--- config.mk ---
export PLATFORM = sky130hd
export DESIGN_NAME = utf8_stream_validator
export DESIGN_NICKNAME = d
export VERILOG_FILES = /design/src/rtl/u8sv_pkg.sv /design/src/rtl/u8sv_front.sv /design/src/rtl/u8sv_queue.sv /design/src/rtl/u8sv_back.sv /design/src/rtl/utf8_stream_validator.sv
export VERILOG_INCLUDE_DIRS = /design/src /design/src/rtl
export SDC_FILE = /design/constraint.sdc
export NUM_CORES = 1
export LEC_CHECK = 0
export BUFFER_PORTS_ARGS = -buffer_cell sky130_fd_sc_hd__buf_2
export CORE_UTILIZATION = 55
export CTS_CLUSTER_SIZE = 14
export DETAILED_ROUTE_END_ITERATION = 10
export GPL_TIMING_DRIVEN = 0
export PLACE_DENSITY = 0.74
export SYNTH_ARGS = -nofsm -noshare
export SYNTH_HDL_FRONTEND = slang
export SYNTH_SLANG_ARGS = --single-unit
--- constraint.sdc ---
create_clock -name clock -period 6.32 [get_ports clock]
set_input_delay 0.632 -clock clock [delete_from_list [all_inputs] [get_ports clock]]
set_output_delay 0.632 -clock clock [all_outputs]
set_load 0.02 [all_outputs]
--- src/rtl/utf8_stream_validator_macros.svh ---
// Assertion macros shared by the UTF-8 stream validator modules.
`ifndef UTF8_STREAM_VALIDATOR_MACROS_SVH
`define UTF8_STREAM_VALIDATOR_MACROS_SVH
`ifndef NO_ASSERTIONS
// Same-cycle implication, disabled while reset is high.
`define U8SV_ASSERT_IMPLIES(label, clk, rst, ante, cons, msg) \
   label: assert property (@(posedge clk) disable iff (rst) (ante) |-> (cons)) \
      else $error(msg);
// Next-cycle implication, disabled while reset is high.
`define U8SV_ASSERT_NEXT(label, clk, rst, ante, cons, msg) \
   label: assert property (@(posedge clk) disable iff (rst) (ante) |=> (cons)) \
      else $error(msg);
`else
`define U8SV_ASSERT_IMPLIES(label, clk, rst, ante, cons, msg)
`define U8SV_ASSERT_NEXT(label, clk, rst, ante, cons, msg)
`endif
`endif

--- src/rtl/u8sv_pkg.sv ---
// Types and constants shared by the UTF-8 stream validator modules.
`timescale 1ns / 1ps
`default_nettype none
package u8sv_pkg;

   // Byte classes produced by the front end.
   typedef enum logic [2:0] {
      CLS_ASCII = 3'd0,
      CLS_LEAD2 = 3'd1,
      CLS_LEAD3 = 3'd2,
      CLS_LEAD4 = 3'd3,
      CLS_CONT  = 3'd4,
      CLS_BAD   = 3'd5
   } cls_type;

   // One classified byte as it travels through the queue.
   typedef struct packed {
      cls_type    cls;
      logic [5:0] payload;
      logic       last;
   } item_type;

   localparam int QUEUE_DEPTH = 4;
   localparam int QUEUE_PTR_W = $clog2(QUEUE_DEPTH);
   localparam int QUEUE_CNT_W = $clog2(QUEUE_DEPTH + 1);

   localparam int CP_W = 21;
   localparam logic [CP_W-1:0] CP_MIN_LEN2 = 21'h000080;
   localparam logic [CP_W-1:0] CP_MIN_LEN3 = 21'h000800;
   localparam logic [CP_W-1:0] CP_MIN_LEN4 = 21'h010000;
   localparam logic [CP_W-1:0] CP_MAX      = 21'h10FFFF;
   localparam logic [CP_W-1:0] SURR_LO     = 21'h00D800;
   localparam logic [CP_W-1:0] SURR_HI     = 21'h00DFFF;

endpackage
`default_nettype wire

--- src/rtl/u8sv_front.sv ---
// Front end: takes input beats and classifies each byte.
`timescale 1ns / 1ps
`default_nettype none
module u8sv_front import u8sv_pkg::*; (
   input  wire logic       clock,
   input  wire logic       reset,
   input  wire logic       req_tvalid,
   output logic            req_tready,
   input  wire logic [7:0] req_tdata,   // [7:0] data_byte
   input  wire logic       req_tlast,   // end_of_string
   input  wire logic       q_full,
   output logic            q_push,
   output item_type        q_item
);

   assign req_tready = !q_full;
   assign q_push     = req_tvalid && !q_full;

   // Sort the byte by its high bits and keep the payload bits of its class.
   always_comb begin
      q_item.last    = req_tlast;
      q_item.payload = req_tdata[5:0];
      case (req_tdata) inside
         [8'h00:8'h7F]: begin
            q_item.cls = CLS_ASCII;
         end
         [8'h80:8'hBF]: begin
            q_item.cls = CLS_CONT;
         end
         [8'hC0:8'hDF]: begin
            q_item.cls     = CLS_LEAD2;
            q_item.payload = {1'b0, req_tdata[4:0]};
         end
         [8'hE0:8'hEF]: begin
            q_item.cls     = CLS_LEAD3;
            q_item.payload = {2'b00, req_tdata[3:0]};
         end
         [8'hF0:8'hF7]: begin
            q_item.cls     = CLS_LEAD4;
            q_item.payload = {3'b000, req_tdata[2:0]};
         end
         default: begin
            q_item.cls = CLS_BAD;
         end
      endcase
   end

   // The clock and reset serve no state here; the front end is purely a classifier.
   logic unused_ok;
   assign unused_ok = clock ^ reset;

endmodule
`default_nettype wire

--- src/rtl/u8sv_queue.sv ---
// Short queue of classified bytes between the front and back ends.
`timescale 1ns / 1ps
`default_nettype none
`include "utf8_stream_validator_macros.svh"
module u8sv_queue import u8sv_pkg::*; (
   input  wire logic clock,
   input  wire logic reset,
   input  wire logic push,
   input  item_type  push_item,
   output logic      full,
   input  wire logic pop,
   output logic      not_empty,
   output item_type  head_item
);

   item_type               slot_ff [QUEUE_DEPTH];
   logic [QUEUE_PTR_W-1:0] wr_ptr_ff, wr_ptr_in;
   logic [QUEUE_PTR_W-1:0] rd_ptr_ff, rd_ptr_in;
   logic [QUEUE_CNT_W-1:0] count_ff, count_in;

   assign full      = (count_ff == QUEUE_CNT_W'(QUEUE_DEPTH));
   assign not_empty = (count_ff != '0);
   assign head_item = slot_ff[rd_ptr_ff];

   // Pointer and fill count updates.
   always_comb begin
      wr_ptr_in = push ? wr_ptr_ff + 1'b1 : wr_ptr_ff;
      rd_ptr_in = pop ? rd_ptr_ff + 1'b1 : rd_ptr_ff;
      count_in  = count_ff;
      if (push && !pop) begin
         count_in = count_ff + 1'b1;
      end else if (pop && !push) begin
         count_in = count_ff - 1'b1;
      end
   end

   always_ff @(posedge clock) begin
      if (reset) begin
         wr_ptr_ff <= '0;
         rd_ptr_ff <= '0;
         count_ff  <= '0;
      end else begin
         wr_ptr_ff <= wr_ptr_in;
         rd_ptr_ff <= rd_ptr_in;
         count_ff  <= count_in;
      end
   end

   // Slot storage needs no reset.
   always_ff @(posedge clock) begin
      if (push) begin
         slot_ff[wr_ptr_ff] <= push_item;
      end
   end

   `U8SV_ASSERT_IMPLIES(a_no_push_full, clock, reset, push, !full, "push into a full queue")
   `U8SV_ASSERT_IMPLIES(a_no_pop_empty, clock, reset, pop, not_empty, "pop from an empty queue")
   `U8SV_ASSERT_IMPLIES(a_count_range, clock, reset, 1'b1,
      count_ff <= QUEUE_CNT_W'(QUEUE_DEPTH), "queue fill count out of range")

endmodule
`default_nettype wire

--- src/rtl/u8sv_back.sv ---
// Back end: sequence state update and the verdict output register.
`timescale 1ns / 1ps
`default_nettype none
`include "utf8_stream_validator_macros.svh"
module u8sv_back import u8sv_pkg::*; (
   input  wire logic       clock,
   input  wire logic       reset,
   input  wire logic       q_not_empty,
   input  item_type        q_item,
   output logic            q_pop,
   output logic            rsp_tvalid,
   input  wire logic       rsp_tready,
   output logic [7:0]      rsp_tdata    // [0] string_valid, [7:1] zero
);

   logic [1:0]      pending_ff, pending_in;
   logic [1:0]      len_ff, len_in;
   logic [CP_W-1:0] acc_ff, acc_in;
   logic            err_ff, err_in;
   logic            rsp_valid_ff, rsp_valid_in;
   logic            verdict_ff, verdict_in;

   logic [CP_W-1:0] acc_cat;
   logic [CP_W-1:0] min_cp;
   logic            range_bad;
   logic [1:0]      pending_dec;
   logic            seq_pending;
   logic            seq_err;

   // A beat is taken whenever the output register is free or being drained.
   assign q_pop = q_not_empty && (!rsp_valid_ff || rsp_tready);

   // Continuation arithmetic and the final range check.
   assign acc_cat     = {acc_ff[CP_W-7:0], q_item.payload};
   assign pending_dec = pending_ff - 1'b1;
   assign min_cp      = (len_ff == 2'd1) ? CP_MIN_LEN2 :
                        (len_ff == 2'd2) ? CP_MIN_LEN3 : CP_MIN_LEN4;
   assign range_bad   = (acc_cat < min_cp) || (acc_cat > CP_MAX) ||
                        ((acc_cat >= SURR_LO) && (acc_cat <= SURR_HI));

   // Sequence state update for the byte at the head of the queue.
   always_comb begin
      pending_in = pending_ff;
      len_in     = len_ff;
      acc_in     = acc_ff;
      err_in     = err_ff;
      if (!err_ff) begin
         if (pending_ff == 2'd0) begin
            case (q_item.cls)
               CLS_ASCII: begin
               end
               CLS_LEAD2: begin
                  pending_in = 2'd1;
                  len_in     = 2'd1;
                  acc_in     = CP_W'(q_item.payload);
               end
               CLS_LEAD3: begin
                  pending_in = 2'd2;
                  len_in     = 2'd2;
                  acc_in     = CP_W'(q_item.payload);
               end
               CLS_LEAD4: begin
                  pending_in = 2'd3;
                  len_in     = 2'd3;
                  acc_in     = CP_W'(q_item.payload);
               end
               default: begin
                  err_in = 1'b1;
               end
            endcase
         end else if (q_item.cls != CLS_CONT) begin
            err_in = 1'b1;
         end else begin
            acc_in     = acc_cat;
            pending_in = pending_dec;
            if ((pending_dec == 2'd0) && range_bad) begin
               err_in = 1'b1;
            end
         end
      end
   end

   assign seq_pending = (pending_in != 2'd0);
   assign seq_err     = err_in;

   // Output register: loaded with the verdict on the final byte of a string.
   always_comb begin
      rsp_valid_in = rsp_valid_ff && !rsp_tready;
      verdict_in   = verdict_ff;
      if (q_pop && q_item.last) begin
         rsp_valid_in = 1'b1;
         verdict_in   = !seq_err && !seq_pending;
      end
   end

   always_ff @(posedge clock) begin
      if (reset) begin
         pending_ff   <= '0;
         len_ff       <= '0;
         acc_ff       <= '0;
         err_ff       <= 1'b0;
         rsp_valid_ff <= 1'b0;
      end else begin
         rsp_valid_ff <= rsp_valid_in;
         if (q_pop) begin
            if (q_item.last) begin
               pending_ff <= '0;
               len_ff     <= '0;
               acc_ff     <= '0;
               err_ff     <= 1'b0;
            end else begin
               pending_ff <= pending_in;
               len_ff     <= len_in;
               acc_ff     <= acc_in;
               err_ff     <= err_in;
            end
         end
      end
   end

   always_ff @(posedge clock) begin
      verdict_ff <= verdict_in;
   end

   assign rsp_tvalid = rsp_valid_ff;
   assign rsp_tdata  = {7'd0, verdict_ff};

   `U8SV_ASSERT_IMPLIES(a_pending_le_len, clock, reset, pending_ff != 2'd0,
      (len_ff != 2'd0) && (pending_ff <= len_ff), "pending count exceeds sequence length")
   `U8SV_ASSERT_NEXT(a_last_clears, clock, reset, q_pop && q_item.last,
      (pending_ff == 2'd0) && !err_ff && rsp_valid_ff, "final byte did not close the string")
   `U8SV_ASSERT_IMPLIES(a_no_overwrite, clock, reset, rsp_valid_ff && !rsp_tready,
      !q_pop, "pending verdict would be overwritten")

endmodule
`default_nettype wire

--- src/rtl/utf8_stream_validator.sv ---
// Top level of the UTF-8 stream validator.
//
//   Channel  Direction  Beat contents
//   req_     in         tdata[7:0] data_byte, tlast end_of_string
//   rsp_     out        tdata[0] string_valid (one beat per string)
//
// Each byte beat is classified on entry and queued; the back end updates the
// sequence state at one byte per cycle unless a held verdict stalls it, and a
// string's verdict is shown in the cycle after its final byte leaves the
// four-entry queue. Synchronous active-high reset empties the queue and clears
// all sequence state. A stalled result channel holds the verdict and lets the
// queue absorb up to four more bytes before req_tready falls.
`timescale 1ns / 1ps
`default_nettype none
module utf8_stream_validator import u8sv_pkg::*; (
   input  wire logic       clock,
   input  wire logic       reset,
   input  wire logic       req_tvalid,
   output logic            req_tready,
   input  wire logic [7:0] req_tdata,   // [7:0] data_byte
   input  wire logic       req_tlast,   // end_of_string
   output logic            rsp_tvalid,
   input  wire logic       rsp_tready,
   output logic [7:0]      rsp_tdata    // [0] string_valid, [7:1] zero
);

   logic     q_full;
   logic     q_push;
   logic     q_pop;
   logic     q_not_empty;
   item_type push_item;
   item_type head_item;

   u8sv_front u_front (
      .clock      (clock),
      .reset      (reset),
      .req_tvalid (req_tvalid),
      .req_tready (req_tready),
      .req_tdata  (req_tdata),
      .req_tlast  (req_tlast),
      .q_full     (q_full),
      .q_push     (q_push),
      .q_item     (push_item)
   );

   u8sv_queue u_queue (
      .clock     (clock),
      .reset     (reset),
      .push      (q_push),
      .push_item (push_item),
      .full      (q_full),
      .pop       (q_pop),
      .not_empty (q_not_empty),
      .head_item (head_item)
   );

   u8sv_back u_back (
      .clock       (clock),
      .reset       (reset),
      .q_not_empty (q_not_empty),
      .q_item      (head_item),
      .q_pop       (q_pop),
      .rsp_tvalid  (rsp_tvalid),
      .rsp_tready  (rsp_tready),
      .rsp_tdata   (rsp_tdata)
   );

endmodule
`default_nettype wire
---- Word level (Yosys, flattened, before mapping) ----
Memories as Yosys holds them, arrays and structs flattened. A register that Yosys moved wholly into a read port is not among the register bits.
Cells that the tools add are included.
operators by class
  $add $sub $neg .......................... 5
  magnitude comparators ................... 14
  equal/unequal tests ..................... 10
  mux-type cells .......................... 39
  reductions and logical operators ........ 36
operators with widths
  cell                  number
  $mux 15               5
  $ge 8x8->1 const B    4
  $le 8x8->1 const B    4
  $mux 6                5
  $ge 21x16->1 const B  1
  $gt 21x21->1 const B  1
  $le 21x16->1 const B  1
  $lt 21x21->1          1
  $mux 21               1
  $mux 3                7
  $mux 2                9
  $mux 17               1
  $logic_and 1x1->1     14
  $pmux 2 s3            2
  $mux 1                9
  $ge 8x1->1 const B    1
  $le 8x7->1 const B    1
  $reduce_and 4->1      2
  $logic_not 1->1       7
  $eq 3x2->1 const B    2
  $reduce_bool 2->1     3
  $add 2x1->2 const B   2
  $logic_not 2->1       2
  $reduce_bool 4->1     1
  16 further kinds      18
storage, ports and cells
  register bits ........................... 29
  RAM bits ................................ 40
  bits of input ports ..................... 13
  output and inout bits ................... 10
  word-level logic and storage cells ...... 114
  memories kept ........................... 1
memory list
  memory           words  width  read ports  clocked after Yosys merged registers in  write ports  line              source
  u_queue.slot_ff  4      10     1           1                                        1            u8sv_queue.sv:16  item_type slot_ff [QUEUE_DEPTH];

---- Longest topological paths before layout ----
Gate-level depths: netlist of run 1.
  depth after elaboration ................. 13
  depth in mapped cells ................... 10
  gate-level depth less buffers ........... 9

---- Cells and area by module ----
Synthesis of run 1 repeated with hierarchy kept, for this count alone.
unflattened totals
  cells, all modules ...................... 266
  area total of the unflattened synthesis .. 3,256.9 um^2
modules (own cells, without submodules)
  module      times used  cells an instance  area each (um^2)  seq. area each (um^2)
  u8sv_queue  1           96                 1,873.0           1,381.3
  u8sv_back   1           154                1,286.2           450.4
  u8sv_front  1           16                 97.6              0.0

---- Worst setup path before layout of run 1 ----
Ideal clock, no wire load.
  path kind ............................... input -> register
  from .................................... input rsp_tready
  to ...................................... register u_queue.count_ff[2]
  library setup time ...................... 71 ps
  arrival time ............................ 2,269 ps
  required time ........................... 6,249 ps
  path slack .............................. 3,980 ps
  cell stages on the path ................. 9
  path buffers ............................ 0
  path through ............................ nand2b_1 -> o31a_1 -> inv_1 -> ha_1 -> inv_1 -> fa_1 -> xor2_1 -> or3_1 -> a21oi_1
between the ends
  longest elaborated chain between the ends .. 5
  elaborated cells on any way between the ends .. 7
  classes of those cells .................. mux (1); reduce/logical (6)
RTL lines
  what                                                line                         source
  start, declared                                     utf8_stream_validator.sv:23  input wire logic rsp_tready,
  $logic_or 1x1->1 *                                  u8sv_back.sv:31              assign q_pop = q_not_empty && (!rsp_valid_ff || rsp_tready);
  $logic_and 1x1->1 *                                 u8sv_back.sv:31
  $logic_not 1->1                                     u8sv_queue.sv:30             if (push && !pop) begin
  $logic_and 1x1->1                                   u8sv_queue.sv:30
  $mux 3 / $reduce_bool 2->1 (equally long branches)  -
  end signal, assigned                                u8sv_queue.sv:45             count_ff <= count_in;
  end, declared                                       u8sv_queue.sv:19             logic [QUEUE_CNT_W-1:0] count_ff, count_in;
Mark *: on every way between the ends. The rest lies on a longest branch, timed or not.
A chain may end at the register's enable or synchronous reset.

==> flow_metrics.py, run 1 <==
metrics = {
    "place": {
        "port_buffers": 15,
        "placed_cell_area_um2": 3490,
        "dp_hpwl_um": 3770,
        "gp_congestion": 0.844,
        "dpl.cell_count": 359,
    },
    "yosys": {
        "synth-adder-area-share": 0.0478,
        "synth_top_family_by_area": "simple AND/OR/NAND/NOR gates",
        "ys_warn_count": 0,
        "yosys_register_bits": 71,
        "synth_compound_area_frac": 0.0891,
        "muxShareOfSynthArea": 0.111,
        "synthesis.area_um2": 3300,
        "synth_edf_count": 41,
        "ys_seq_area_frac": 0.555,
        "synth_xor_xnor_area_share": 0.0133,
        "synth-async-reset-ratio": 0,
        "syn_avg_cell_area_um2": 12.4,
        "yosys.area.top_type_share": 0.373,
        "synth.most_common_cell": "edfxtp_1",
        "synth_simple_gate_area_share": 0.122,
        "synth_cell_type_count": 49,
        "synthFlopType": "edfxtp_1",
        "ys_top_cells_by_area": "edfxtp_1 37%, dfxtp_1 18%, mux4_1 6.4%",
        "synthTopCellsByCount": "41 x edfxtp_1, 30 x dfxtp_1, 24 x inv_1, 16 x nand2_1, 15 x nor2_1",
        "syn_inst": 266,
        "yosys.area.top_type": "edfxtp_1",
    },
    "power_and_ir_drop": {
        "ir_drop_mv": 0.235,
        "cellLeakagePower_nw": 1.43,
        "pwr_density_cell_nw_per_um2": 401,
    },
    "worst_setup_path": {
        "worstPathCellList": "buf_6 -> mux4_1 -> clkbuf_1 -> o21ai_0 -> o21ai_2 -> a31oi_4 -> buf_6 -> mux2i_1",
        "cp_num_buf_inv": 3,
        "reg2reg_depth": 8,
        "end_kind": "flip-flop",
        "crit_arrival_ns": 2.76,
        "path_common_cell": "buf_6",
        "r2r_slack_ns": 3.83,
        "critPathMaxStageDelay_ns": 0.62,
        "cp-start-kind": "flip-flop",
        "crit_slowest_cell": "mux4_1",
        "worstPathMaxFanout": 10,
        "crit_type": "reg2reg",
        "r2r_end": "u_back.acc_ff[12]$_SDFFE_PP0P_",
        "cp.required_ns": 6.60,
        "crit_family": "multiplexers",
    },
    "min_path": {
        "min_path_cells": 2,
        "worstHoldEndpoint": "u_back.acc_ff[9]$_SDFFE_PP0P_",
        "hold_class": "reg2reg",
        "hold_start": "u_back.acc_ff[3]$_SDFFE_PP0P_",
    },
    "timing": {
        "max_freq_mhz": 402,
        "setup_viol": 0,
        "slew_viol_final": 0,
        "fin_setup_tns_ns": 0,
        "hold_ws_ns": 0.476,
        "period_minus_slack_ns": 2.49,
        "tightest_slew_ns": 0.792,
        "rsz0062_at_grt": "false",
        "fin_crit_sh": 0.393,
        "finalHoldViolCount": 0,
        "max_slew_margin": 0.468,
        "clock_skew_ns": 0.00397,
    },
    "detailed_routing": {
        "drtAntennaViolNets": 0,
        "wl_per_cell_um": 14.4,
        "drt_iter0_markers": 152,
        "via_count": 2019,
        "drt_first_pass_iters": 4,
        "vias_per_cell": 5.38,
        "wirelength_um": 5390,
        "drc": 0,
    },
    "final_layout": {
        "stdcell_count": 375,
        "fin_area_um2": 3680,
        "num_antenna_cells": 0,
        "fin_nets": 323,
        "syn_to_final_growth_pct": 11.4,
        "finish.utilization": 0.652,
        "drive_gt1_frac": 0.155,
    },
    "clock_network": {
        "ctsResizeCount": 0,
        "clock_path_buffers": 2,
        "cts_num_sinks": 71,
        "post_cts_buffers": 0,
        "htree_levels": 3,
        "cts_tree": "built",
        "root_buffer": "clkbuf_8",
        "ctsHoldBuffers": 0,
        "cts-buffers-inserted": 9,
        "clk_pin_slew_ns": 0.07,
        "clk_latency_ns": 0.35,
    },
    "floorplanning": {
        "io_pins": 23,
        "die_h_um": 79.5,
        "initial_core_util": 0.585,
        "num_rows": 27,
        "die_x_um": 79.5,
        "dieArea_um2": 6310,
        "coreArea_um2": 5640,
    },
    "global_routing": {
        "grt_pass1_vias": 1986,
        "antenna_found_initial": 0,
        "track_usage": 0.198,
        "grt-ovfl-total": 0,
        "grt_max_degree": 13,
        "grt_pass1_wl_um": 9120,
    },
    "run": {
        "maxCapViolations": 0,
    },
    "run_status": {
        "status": "finished clean",
    },
}
==> power by group <==
part | total, mW | internal, mW | switching, mW
sequential | 0.600 | 0.563 | 0.0368
clock | 0.345 | 0.180 | 0.165
combinational | 0.529 | 0.231 | 0.298
==> worst max path at each step <==
stage / from / cells past startpoint / end
2_1_floorplan: rsp_tready / 9 / u_queue.count_ff[2]$_SDFFE_PP0P_
3_3_place_gp: rsp_tready / 10 / u_queue.count_ff[2]$_SDFFE_PP0P_
3_5_place_dp: rsp_tready / 10 / u_queue.count_ff[2]$_SDFFE_PP0P_
4_1_cts: flip-flop / 8 / u_back.acc_ff[12]$_SDFFE_PP0P_
5_1_grt: flip-flop / 8 / u_back.acc_ff[12]$_SDFFE_PP0P_
6_report: flip-flop / 8 / u_back.acc_ff[12]$_SDFFE_PP0P_
==> tightest hold or removal path: cells and delay by family (launching register included) <==
| family | cells | cell delay (ns) |
|---|---|---|
| flip-flops | 1 | 0.32 |
| AND/OR/NAND/NOR | 1 | 0.05 |
| multiplexers | 1 | 0.05 |
==> metrics by stage <==
step                power [mW]  setup WS [ns]
floorplan                 1.03           3.98
global placement          1.13           3.72
detailed placement        1.14           3.70
CTS                       1.48           3.82
finish                    1.47           3.83
global route              1.57           3.67
==> metal layers <==
metal / share of wire / GRT usage / vias up
met5: 0 / 0 / -
met4: 0.017 / 0.0836 / 0
met3: 0.052 / 0.0777 / 10
met2: 0.49 / 0.318 / 47
met1: 0.44 / 0.237 / 947
li1: - / - / 1015
==> sequential cells by signal (all words and copies together) (netlist names), named ones only <==
signal,count
u_queue.slot_ff,40
u_back.acc_ff,15
u_queue.count_ff,3
u_back.len_ff,2
u_back.pending_ff,2
u_queue.rd_ptr_ff,2
u_queue.wr_ptr_ff,2
u_back.err_ff,1
u_back.rsp_tvalid,1
u_back.verdict_ff,1
==> final cells by class <==
| type | instances | area (um^2) |
|---|---|---|
| buffer | 17 | 110 |
| sequential | 71 | 1830 |
| inverter | 24 | 90.1 |
| fill | 430 | 1960 |
| clock buffer | 10 | 128 |
| clock inverter | 6 | 61.3 |
| timing repair buffer | 15 | 75.1 |
| multi-input combinational | 160 | 1290 |
| tap | 72 | 90.1 |
==> layout by cell type (no fill, tap or decap), drive strengths merged, types with 7 or more instances in the layout <==
master,count
edfxtp,41
dfxtp,30
buf,26
inv,24
nand2,16
clkbuf,16
nor2,15
a21oi,11
nand2b,11
ha,11
mux2i,10
mux4,10
nor2b,7
o2bb2ai,7
conb,7
o21ai,7
==> cells by family after synthesis <==
| logic type | count (synthesis) |
|---|---|
| compound gates | 41 |
| xor+xnor | 5 |
| fa+ha+maj | 12 |
| buf+inv | 41 |
| flops | 71 |
| mux | 21 |
| other cells | 1 |
| simple gates | 74 |
Note: power is estimated with default switching activity, not from simulation.
==> inputs of run 2 (changes only) <==
Clock period 6.32 ns to 2.4 ns, I/O delays scaled along.
==> run 2 against run 1 <==
  * Hold slack worse by 0.37 ns
  * Die area did not move
  * Combinational power grew to 2.8 times the previous value
  * Sequential share of layout area decreased by 0.45 points
  * Sequential cell count did not move
  * Sequential power increased to 2.6 times the previous value
  * Critical path type unchanged
  * Largest cell class unchanged
  * Highest routed layer unchanged
==> flow_metrics.py, run 2 (synthesis results as in run 1) <==
metrics = {
    "detailed_routing": {
        "wl_per_cell_um": 14.4,
        "drtAntennaViolNets": 0,
        "drc": 0,
        "via_count": 2031,
        "vias_per_cell": 5.36,
        "wirelength_um": 5470,
        "drt_first_pass_iters": 4,
        "drt_iter0_markers": 126,
    },
    "timing": {
        "fin_setup_tns_ns": 0,
        "setup_viol": 0,
        "hold_ws_ns": 0.106,
        "max_slew_margin": 0.465,
        "tightest_slew_ns": 0.796,
        "clock_skew_ns": 0.00473,
        "setup_ws_ns": 0.131,
        "max_freq_mhz": 441,
        "finalHoldViolCount": 0,
        "period_minus_slack_ns": 2.27,
        "slew_viol_final": 0,
        "fin_crit_sh": 0.945,
        "rsz0062_at_grt": "false",
    },
    "floorplanning": {
        "io_pins": 23,
        "num_rows": 27,
        "die_h_um": 79.5,
        "coreArea_um2": 5640,
        "die_x_um": 79.5,
        "initial_core_util": 0.585,
        "dieArea_um2": 6310,
    },
    "final_layout": {
        "num_antenna_cells": 0,
        "fin_nets": 327,
        "syn_to_final_growth_pct": 12.5,
        "drive_gt1_frac": 0.192,
        "final_common_cell": "edfxtp_1",
        "top_regs": "u_queue.slot_ff (40), u_back.acc_ff (15), u_queue.count_ff (3)",
        "final_cell_mix": "41 x edfxtp_1, 29 x dfxtp_1, 23 x inv_1, 16 x nand2_1, 16 x buf_2",
        "fin_area_um2": 3710,
        "finish.utilization": 0.658,
        "largest_reg_flops": 40,
        "top_register": "u_queue.slot_ff",
        "stdcell_count": 379,
    },
    "global_routing": {
        "grt_max_degree": 13,
        "antenna_found_initial": 0,
        "track_usage": 0.199,
        "grt-ovfl-total": 0,
        "grt_pass1_vias": 2002,
        "grt_pass1_wl_um": 9160,
    },
    "place": {
        "dpl.cell_count": 359,
        "port_buffers": 15,
        "placed_cell_area_um2": 3490,
        "dp_hpwl_um": 3770,
        "dp_slack_ns": -0.0433,
        "gp_congestion": 0.844,
    },
    "min_path": {
        "hold_start": "req_tdata[0]",
        "min_path_cells": 1,
        "worstHoldEndpoint": "u_queue.slot_ff[2][1]$_DFFE_PP_",
        "hold_class": "in2reg",
    },
    "worst_setup_path": {
        "cp.required_ns": 2.63,
        "end_kind": "flip-flop",
        "crit_arrival_ns": 2.50,
        "worstPathMaxFanout": 10,
        "r2r_slack_ns": 0.13,
        "crit_type": "reg2reg",
        "reg2reg_depth": 7,
        "cp-start-kind": "flip-flop",
        "r2r_end": "u_back.acc_ff[5]$_SDFFE_PP0P_",
    },
    "clock_network": {
        "cts-buffers-inserted": 9,
        "cts_num_sinks": 71,
        "clk_pin_slew_ns": 0.07,
        "cts_tree": "built",
        "ctsHoldBuffers": 0,
        "htree_levels": 3,
        "clock_path_buffers": 2,
        "clk_latency_ns": 0.34,
        "root_buffer": "clkbuf_8",
    },
    "power_and_ir_drop": {
        "cellLeakagePower_nw": 1.45,
        "pwr_density_cell_nw_per_um2": 1070,
        "power_mw": 3.97,
        "ir_drop_mv": 0.618,
    },
    "run": {
        "maxCapViolations": 0,
    },
    "run_status": {
        "status": "finished clean",
    },
}
run 2: changes by cell type in the layout (fill, tap and decap cells not counted), moves of 2 or more:
cell      change
mux4_2        +2
mux4_1        -2
buf_4         +5
clkbuf_1      -2
run 2: layout make-up:
| cell class | count | area, um^2 |
|---|---|---|
| buffer | 16 | 108 |
| clock buffer | 10 | 128 |
| clock inverter | 6 | 61.3 |
| fill | 431 | 1930 |
| inverter | 24 | 90.1 |
| multi-input combinational | 160 | 1290 |
| sequential | 71 | 1830 |
| tap | 72 | 90.1 |
| timing repair buffer | 20 | 113 |
run 2: critical path: stages, from the launching register on:
cell and delay, ns:
dfxtp_1 0.34, buf_6 0.13, mux4_2 0.58, or4b_4 0.56
o21ai_2 0.12, a31oi_4 0.14, buf_6 0.17, o2bb2ai_1 0.12
run 2: timing repair:
| action | CTS | global route |
|---|---|---|
| gates cloned | 0 | 0 |
| setup buffers | 2 | 3 |
| pin swaps | 2 | 2 |
| resized for setup | 1 | 7 |
| setup endpoints to repair | 11 | 12 |
run 2: how the worst max path moves through the flow:
stage	cells past startpoint	from	end
after floorplan	10	u_queue.count_ff[0]$_SDFFE_PP0P_	u_queue.count_ff[2]$_SDFFE_PP0P_
after global placement	8	flip-flop	u_back.acc_ff[13]$_SDFFE_PP0P_
after detailed placement	8	flip-flop	u_back.acc_ff[12]$_SDFFE_PP0P_
after CTS	6	flip-flop	u_back.len_ff[0]$_SDFFE_PP0P_
after global routing	7	flip-flop	u_back.verdict_ff$_DFFE_PP_
final	7	flip-flop	u_back.acc_ff[5]$_SDFFE_PP0P_
run 2: report_power, final:
part           switching, mW  leakage (nW)  internal [mW]  total, mW
Combinational          0.816         0.737          0.673       1.49
Sequential            0.0969         0.623           1.48       1.58
Clock                  0.430        0.0876          0.474      0.904
run 2: metal layers:
layer  part of all wire  global-route usage  up-vias
li1                   -                   -     1021
met1               0.43               0.237      950
met5                  0                   0        -
met3              0.049              0.0777       10
met4              0.018              0.0836        0
met2               0.51               0.321       50
==> inputs of run 3 (changes only) <==
Settings changed: CORE_UTILIZATION 55 to 30, PLACE_DENSITY 0.74 to 0.45, REMOVE_ABC_BUFFERS set to 1.
==> run 3 against run 2 <==
  * Die area is 81% higher
  * Critical path depth down 1
  * Sequential cell count stayed put
  * Register-to-register slack lost 0.03 ns
  * Wire length rose by 13%
  * Final area grew 0.17%
  * Final cell count is 12% higher
  * Critical path type unchanged
  * Highest routed layer unchanged
==> flow_metrics.py, run 3 (synthesis results as in run 1) <==
metrics = {
    "clock_network": {
        "cts-buffers-inserted": 9,
        "clk_latency_ns": 0.34,
        "cts_tree": "built",
        "clk_pin_slew_ns": 0.07,
        "clock_path_buffers": 2,
        "cts_num_sinks": 71,
        "ctsHoldBuffers": 0,
        "htree_levels": 3,
        "root_buffer": "clkbuf_8",
    },
    "worst_setup_path": {
        "crit_arrival_ns": 2.52,
        "worstPathMaxFanout": 15,
        "end_kind": "flip-flop",
        "r2r_end": "u_back.acc_ff[5]$_SDFFE_PP0P_",
        "cp.required_ns": 2.62,
        "crit_type": "reg2reg",
        "reg2reg_depth": 6,
        "r2r_slack_ns": 0.1,
        "cp-start-kind": "flip-flop",
    },
    "min_path": {
        "hold_class": "in2reg",
        "hold_start": "req_tdata[1]",
        "min_path_cells": 1,
        "worstHoldEndpoint": "u_queue.slot_ff[0][2]$_DFFE_PP_",
    },
    "final_layout": {
        "num_antenna_cells": 0,
        "stdcell_count": 426,
        "fin_nets": 310,
        "syn_to_final_growth_pct": 12.7,
        "top_register": "u_queue.slot_ff",
        "final_common_cell": "edfxtp_1",
        "largest_reg_flops": 40,
        "fin_area_um2": 3720,
        "top_regs": "u_queue.slot_ff (40), u_back.acc_ff (15), u_queue.count_ff (3)",
        "final_cell_mix": "41 x edfxtp_1, 28 x dfxtp_1, 23 x inv_1, 16 x nand2_1, 15 x buf_2",
        "drive_gt1_frac": 0.166,
    },
    "global_routing": {
        "grt_pass1_vias": 2041,
        "antenna_found_initial": 0,
        "track_usage": 0.122,
        "grt-ovfl-total": 0,
        "grt_pass1_wl_um": 10500,
        "grt_max_degree": 33,
    },
    "detailed_routing": {
        "drt_iter0_markers": 64,
        "drt_first_pass_iters": 4,
        "wirelength_um": 6180,
        "met1Wirelength_um": 2870,
        "vias_per_cell": 4.64,
        "top_layer": "met4",
        "drc": 0,
        "via_count": 1977,
        "drtAntennaViolNets": 0,
        "wl_met3_um": 215,
        "wl_per_cell_um": 14.5,
        "wl_met2_um": 3050,
    },
    "timing": {
        "clock_skew_ns": 0.0118,
        "period_minus_slack_ns": 2.30,
        "finalHoldViolCount": 0,
        "max_freq_mhz": 434,
        "slew_viol_final": 0,
        "setup_viol": 0,
        "rsz0062_at_grt": "false",
        "max_slew_margin": 0.412,
        "fin_setup_tns_ns": 0,
        "tightest_slew_ns": 0.875,
        "fin_crit_sh": 0.960,
    },
    "floorplanning": {
        "io_pins": 23,
        "die_x_um": 107,
        "num_rows": 37,
        "initial_core_util": 0.314,
        "die_h_um": 107,
        "coreArea_um2": 10500,
        "dieArea_um2": 11400,
    },
    "run_status": {
        "status": "finished clean",
    },
    "power_and_ir_drop": {
        "cellLeakagePower_nw": 1.40,
        "ir_drop_mv": 0.465,
        "pwr_density_cell_nw_per_um2": 1100,
    },
    "place": {
        "gp_congestion": 0.759,
        "port_buffers": 15,
        "placed_cell_area_um2": 3460,
        "dp_hpwl_um": 4100,
        "dpl.cell_count": 406,
    },
    "run": {
        "maxCapViolations": 0,
    },
}
==> run 3: cell types whose count changed in the layout (fill, tap and decap cells not counted), sizes merged <==
cell      before  now
buf           32   19
bufinv         1    2
clkbuf        14   11
clkinvlp       2    0
==> run 3: through the flow <==
step	utilization	total power, mW	worst slack, ns	hold slack [ns]
after global placement	0.329	2.96	-0.462	0.456
after floorplan	-	2.62	-0.0384	0.309
final	0.354	4.08	0.0963	0.118
after CTS	0.351	4.08	0.00545	0.0951
after global routing	0.354	4.36	0.0119	0.0956
after detailed placement	0.329	2.96	-0.492	0.463
==> run 3: worst max path at each step <==
stage | start | cells past startpoint | slack [ns] | to
after floorplan | flip-flop | 5 | -0.04 | u_back.acc_ff[5]$_SDFFE_PP0P_
after detailed placement | flip-flop | 5 | -0.49 | u_back.acc_ff[5]$_SDFFE_PP0P_
final | flip-flop | 6 | 0.1 | u_back.acc_ff[5]$_SDFFE_PP0P_
after global placement | flip-flop | 5 | -0.46 | u_back.acc_ff[5]$_SDFFE_PP0P_
after CTS | flip-flop | 5 | 0.005 | u_back.acc_ff[3]$_SDFFE_PP0P_
after global routing | flip-flop | 6 | 0.01 | u_back.acc_ff[2]$_SDFFE_PP0P_
==> run 3: worst max-delay path, stage by stage (launching register included) <==
cell	delay [ns]
dfxtp_4	0.47
mux4_2	0.62
or4b_4	0.56
o21ai_2	0.11
a31oi_4	0.12
buf_12	0.17
o2bb2ai_1	0.12
==> run 3: area by class of cell <==
| type | instances | area, um^2 |
|---|---|---|
| fill | 1043 | 6790 |
| timing repair buffer | 19 | 118 |
| clock buffer | 11 | 131 |
| multi-input combinational | 160 | 1290 |
| sequential | 71 | 1840 |
| inverter | 24 | 90.1 |
| tap | 136 | 170 |
| clock inverter | 5 | 82.6 |
==> run 3: power breakdown <==
group	internal, mW	switching [mW]
clock	0.588	0.437
combinational	0.631	0.782
sequential	1.49	0.153
==> run 3: timing repair <==
| action | CTS | global route |
|---|---|---|
| setup endpoints to repair | 21 | 10 |
| setup buffers | 1 | 3 |
| gates cloned | 0 | 0 |
| pin swaps | 1 | 0 |
| resized for setup | 4 | 4 |
==> run 3: layer usage <==
layer,GRT usage,vias to the layer above
li1,-,983
met1,0.151,951
met2,0.204,39
met3,0.0383,4
met4,0.0323,0
met5,0,-
